### src/rtl/core/rpa_pkg.sv
// ----------------------------------------------------------------------------
// rpa_pkg
// Shared types and constants for the reference-counted page allocator:
// request and status codes, field widths, controller states and the
// command/status bundles between controller and datapath.
// ----------------------------------------------------------------------------
package rpa_pkg;

  localparam int unsigned REQ_W    = 3;
  localparam int unsigned PAGE_W   = 15;
  localparam int unsigned STATUS_W = 3;
  localparam int unsigned OCNT_W   = 8;

  typedef enum logic [REQ_W-1:0] {
    REQ_ALLOC = 3'd0,
    REQ_FREE  = 3'd1,
    REQ_INC   = 3'd2,
    REQ_DEC   = 3'd3,
    REQ_ADD   = 3'd4
  } req_e;

  typedef enum logic [STATUS_W-1:0] {
    STAT_OK    = 3'd0,
    STAT_OOM   = 3'd1,
    STAT_RANGE = 3'd2,
    STAT_UNDER = 3'd3,
    STAT_OVER  = 3'd4
  } status_e;

  typedef enum logic [1:0] {
    S_CLEAR = 2'd0,
    S_IDLE  = 2'd1,
    S_EXEC  = 2'd2
  } ctl_state_e;

  // controller -> datapath
  typedef struct packed {
    logic clear;    // sweep one count entry to zero
    logic capture;  // latch the item and read both memories
    logic commit;   // update memories and load the result register
  } dp_cmd_t;

  // datapath -> controller
  typedef struct packed {
    logic clr_last; // sweep is at the final entry
    logic out_free; // result register can take a new item
  } dp_sts_t;

endpackage

### src/rtl/core/rpa_ctrl.sv
// ----------------------------------------------------------------------------
// rpa_ctrl
// Controller: runs the count-memory clearing sweep after reset, then takes
// one item at a time through capture and commit.
// ----------------------------------------------------------------------------
module rpa_ctrl (
  input  logic              clk_i,
  input  logic              rst_ni,
  input  logic              in_valid_i,
  output logic              in_ready_o,
  input  rpa_pkg::dp_sts_t  sts_i,
  output rpa_pkg::dp_cmd_t  cmd_o
);
  import rpa_pkg::*;

  ctl_state_e state_q, state_d;

  always_ff @(posedge clk_i or negedge rst_ni) begin
    if (!rst_ni) begin
      state_q <= S_CLEAR;
    end else begin
      state_q <= state_d;
    end
  end

  always_comb begin
    state_d = state_q;
    case (state_q)
      S_CLEAR: begin
        if (sts_i.clr_last) begin
          state_d = S_IDLE;
        end
      end
      S_IDLE: begin
        if (in_valid_i) begin
          state_d = S_EXEC;
        end
      end
      S_EXEC: begin
        if (sts_i.out_free) begin
          state_d = S_IDLE;
        end
      end
      default: state_d = S_CLEAR;
    endcase
  end

  always_comb begin
    in_ready_o  = 1'b0;
    cmd_o       = '0;
    case (state_q)
      S_CLEAR: begin
        cmd_o.clear = 1'b1;
      end
      S_IDLE: begin
        in_ready_o    = 1'b1;
        cmd_o.capture = in_valid_i;
      end
      S_EXEC: begin
        // hold until the result register frees up
        cmd_o.commit = sts_i.out_free;
      end
      default: begin
        cmd_o = '0;
      end
    endcase
  end

endmodule

### config.mk
export PLATFORM = sky130hd
export DESIGN_NAME = rpa_ctrl
export DESIGN_NICKNAME = d
export VERILOG_FILES = /design/src/rtl/core/rpa_pkg.sv /design/src/rtl/core/rpa_ctrl.sv
export SDC_FILE = /design/constraint.sdc
export NUM_CORES = 1
export LEC_CHECK = 0
export BUFFER_PORTS_ARGS = -buffer_cell sky130_fd_sc_hd__buf_2
export CAP_MARGIN = 10
export CORE_AREA = 2 2 39 41
export CTS_BUF_LIST = sky130_fd_sc_hd__clkbuf_4
export DETAILED_ROUTE_END_ITERATION = 10
export DIE_AREA = 0 0 41 43
export PLACE_DENSITY = 0.3
export REMOVE_ABC_BUFFERS = 1
export SLEW_MARGIN = 40
export SYNTH_ARGS = -nofsm -noshare
export SYNTH_HDL_FRONTEND = slang
export SYNTH_SLANG_ARGS = --single-unit
### constraint.sdc
create_clock -name clk_i -period 1.1 [get_ports clk_i]
set_clock_uncertainty 0.2 [all_clocks]
set_input_delay 0.22 -clock clk_i [delete_from_list [all_inputs] [get_ports clk_i]]
set_output_delay 0.22 -clock clk_i [all_outputs]
set_load 0.03 [all_outputs]
==> flow_metrics.env <==
export IMPL_outcome="finished with violations"
export IMPL_violations="setup timing"
export IMPL_fin_ws_ps=-358
export IMPL_synth_cell_types=10
export IMPL_diodes=0
export IMPL_setup_worst_path_end_class="primary output"
export IMPL_drtPass1Iterations=2
export IMPL_synth_area_leader_cell="dfrtp_1"
export IMPL_grt_pass1_wl_um=469
export IMPL_top_layer="met3"
export IMPL_die_w_um=41
export IMPL_synth_top_area_share_pct=43.5
export IMPL_m1WireLength_um=140
export IMPL_drc_errors=0
export IMPL_hold_depth=3
export IMPL_final_period_utilization_pct=133
export IMPL_relSlewSlack_pct=85.7
export IMPL_cp_start_kind="register"
export IMPL_critPathKind="register to primary output"
export IMPL_finalCriticalPeriod_ps=1460
export IMPL_numCtsBuffers=3
export IMPL_vdd_drop_max_uv=806
export IMPL_ff2ff_path_depth=2
export IMPL_post_route_cell_area_um2=243
export IMPL_globalplace_congestion=0.613
export IMPL_clk_latency_ps=220
export IMPL_crit_arrival_ps=1040
export IMPL_fp_dieArea_um2=1760
export IMPL_drt_iter0_drc=1
export IMPL_dr_wl_met3_um=51
export IMPL_drt_vias_per_instance=3.20
export IMPL_htree_num_levels=1
export IMPL_largest_reg_flops=2
export IMPL_critPathTopFamily="flip-flops"
export IMPL_finalSetupViolations=5
export IMPL_clk_path_buf_depth=2
export IMPL_timing_rr_end="state_q[1]"
export IMPL_vias=131
export IMPL_cts_root_buf="clkbuf_4"
export IMPL_cts_tree="yes"
export IMPL_core_area_um2=1380
export IMPL_rows=14
export IMPL_reg2reg_slack_ps=-80
export IMPL_rsz0062_at_grt="yes"
export IMPL_power_density_nw_per_um2=3080
export IMPL_drv_slew=0
export IMPL_die_h_um=43
export IMPL_grtUsageTotal_pct=5.23
export IMPL_timing_fmax_ghz=0.686
export IMPL_cp_required_ps=680
export IMPL_nets=32
export IMPL_ant_nets=0
export IMPL_hold_ws_ps=69.1
export IMPL_numPortBuffers=8
export IMPL_path_cells="and3b_2 > buf_6"
export IMPL_antenna_found_initial=0
export IMPL_wl_per_cell_um=8.46
export IMPL_areaGrowthSynthToFinish_pct=111
export IMPL_cp_max_fo=6
export IMPL_clock_sinks=2
export IMPL_top_register="state_q"
export IMPL_worst_path_largest_cell_delay_ps=430
export IMPL_placed_cell_area_um2=175
export IMPL_pin_count=9
export IMPL_hold_start="in_valid_i"
export IMPL_synthTopCellsByArea="dfrtp_1 (43%), mux2i_1 (8.7%), and2b_2 (7.6%), and3b_1 (7.6%), o2bb2ai_1 (7.6%)"
export IMPL_top_regs="state_q: 2 flops"
export IMPL_syn_inst=12
export IMPL_yosysWarnings=0
export IMPL_cellLeakagePower_nw=0.117
export IMPL_min_to="state_q[0]"
export IMPL_crit_slowest_cell="dfrtp_2"
export IMPL_final_layout_size_suffix_gt1_share_pct=68.0
export IMPL_timing_rr_start="state_q[0]"
export IMPL_worst_pin_slew_ps=209
export IMPL_cp_num_buf_inv=1
export IMPL_syn_area_um2=115
export IMPL_drv_cap=0
export IMPL_hold_viol_final=0
export IMPL_grt_overflow_total=0
export IMPL_grt_pass1_vias=130
export IMPL_clkTransAtPathRegs_ps=30
export IMPL_grt_max_degree=7
export IMPL_avgSynthCellArea_um2=9.59
export IMPL_dr_wl_met2_um=155
export IMPL_worstHoldPathType="input port to register"
export IMPL_synth_seq_cells=2
export IMPL_initial_utilization_pct=8.32
export IMPL_synth_sequential_area_ratio_pct=43.5
export IMPL_wl_um=347
-- synth_stat cells, drive strengths merged --
library cell  n
dfrtp         2
nor2          2
and2b         1
and3b         1
inv           1
mux2i         1
nand2         1
nor3b         1
o2bb2ai       1
or2           1
-- routing by layer --
metal,global-route usage (%),up-vias
met3,3.14,0
met5,0,-
met4,10.0,0
met1,5.48,56
met2,4.38,9
li1,-,66
-- timing repair --
item,CTS,global route
setup buffers,0,1
pin swaps,1,0
resized for setup,6,4
hold buffers,1,0
endpoints found under the setup margin,6,6
endpoints found under the hold margin,2,0
-- tightest hold or removal path: cells and delay by family --
kind / cells / cell delay (ps)
buf+inv: 2 / 130
compound gates: 1 / 100
-- cell families (layout without fill, tap and decap cells) --
family | Yosys count | in the layout | share of synthesized area [%]
AO/OA/AOI/OAI | 1 | 1 | 7.61
AND/OR/NAND/NOR | 7 | 7 | 37.0
flip-flops | 2 | 2 | 43.5
multiplexers | 1 | 1 | 8.70
buffers and inverters | 1 | 14 | 3.26
-- worst max-delay path by stage --
stage                           from       end  slack, ps  depth (start not counted)
after floorplan           state_q[1]  cmd_o[0]       -170                          2
after global routing      state_q[1]  cmd_o[1]       -400                          2
after detailed placement  state_q[1]  cmd_o[1]       -180                          2
final                     state_q[1]  cmd_o[1]       -360                          2
after global placement    state_q[1]  cmd_o[1]       -160                          2
after CTS                 state_q[1]  cmd_o[1]       -390                          2
-- cell type report --
| cell class | count | area [um2] |
|---|---|---|
| clock buffers | 3 | 22.5 |
| fillers | 154 | 1140 |
| inverters | 1 | 3.75 |
| multi-input cells | 9 | 68.8 |
| flip-flops and latches | 2 | 52.6 |
| well taps | 16 | 20.0 |
| repair buffers | 10 | 75.1 |
-- power by group --
part	switching, mW	internal (mW)
Clock	0.0438	0.121
Sequential	0.0504	0.116
Combinational	0.217	0.201
Total	0.311	0.437
-- per-stage QoR --
step	std cells	TNS (ps)	utilization, %	total power, mW	setup slack, ps
2_1_floorplan	12	-677	-	0.376	-169
3_3_place_gp	36	-449	12.7	0.459	-160
3_5_place_dp	36	-551	12.7	0.466	-184
4_1_cts	40	-1420	16.3	0.711	-395
5_1_grt	41	-1580	17.5	0.809	-404
6_report	41	-1270	17.5	0.749	-358
-- cell usage in the layout (no fill, tap or decap) --
cell type      count
and3b_2            1
nand2_1            1
and2b_2            1
dlygate4sd3_1      1
o2bb2ai_2          1
buf_2              4
buf_4              3
buf_6              2
inv_1              1
nor3b_1            1
nor2_1             2
clkbuf_4           3
dfrtp_2            2
or2_1              1
mux2i_1            1
Power figures use the tool's default switching activity.
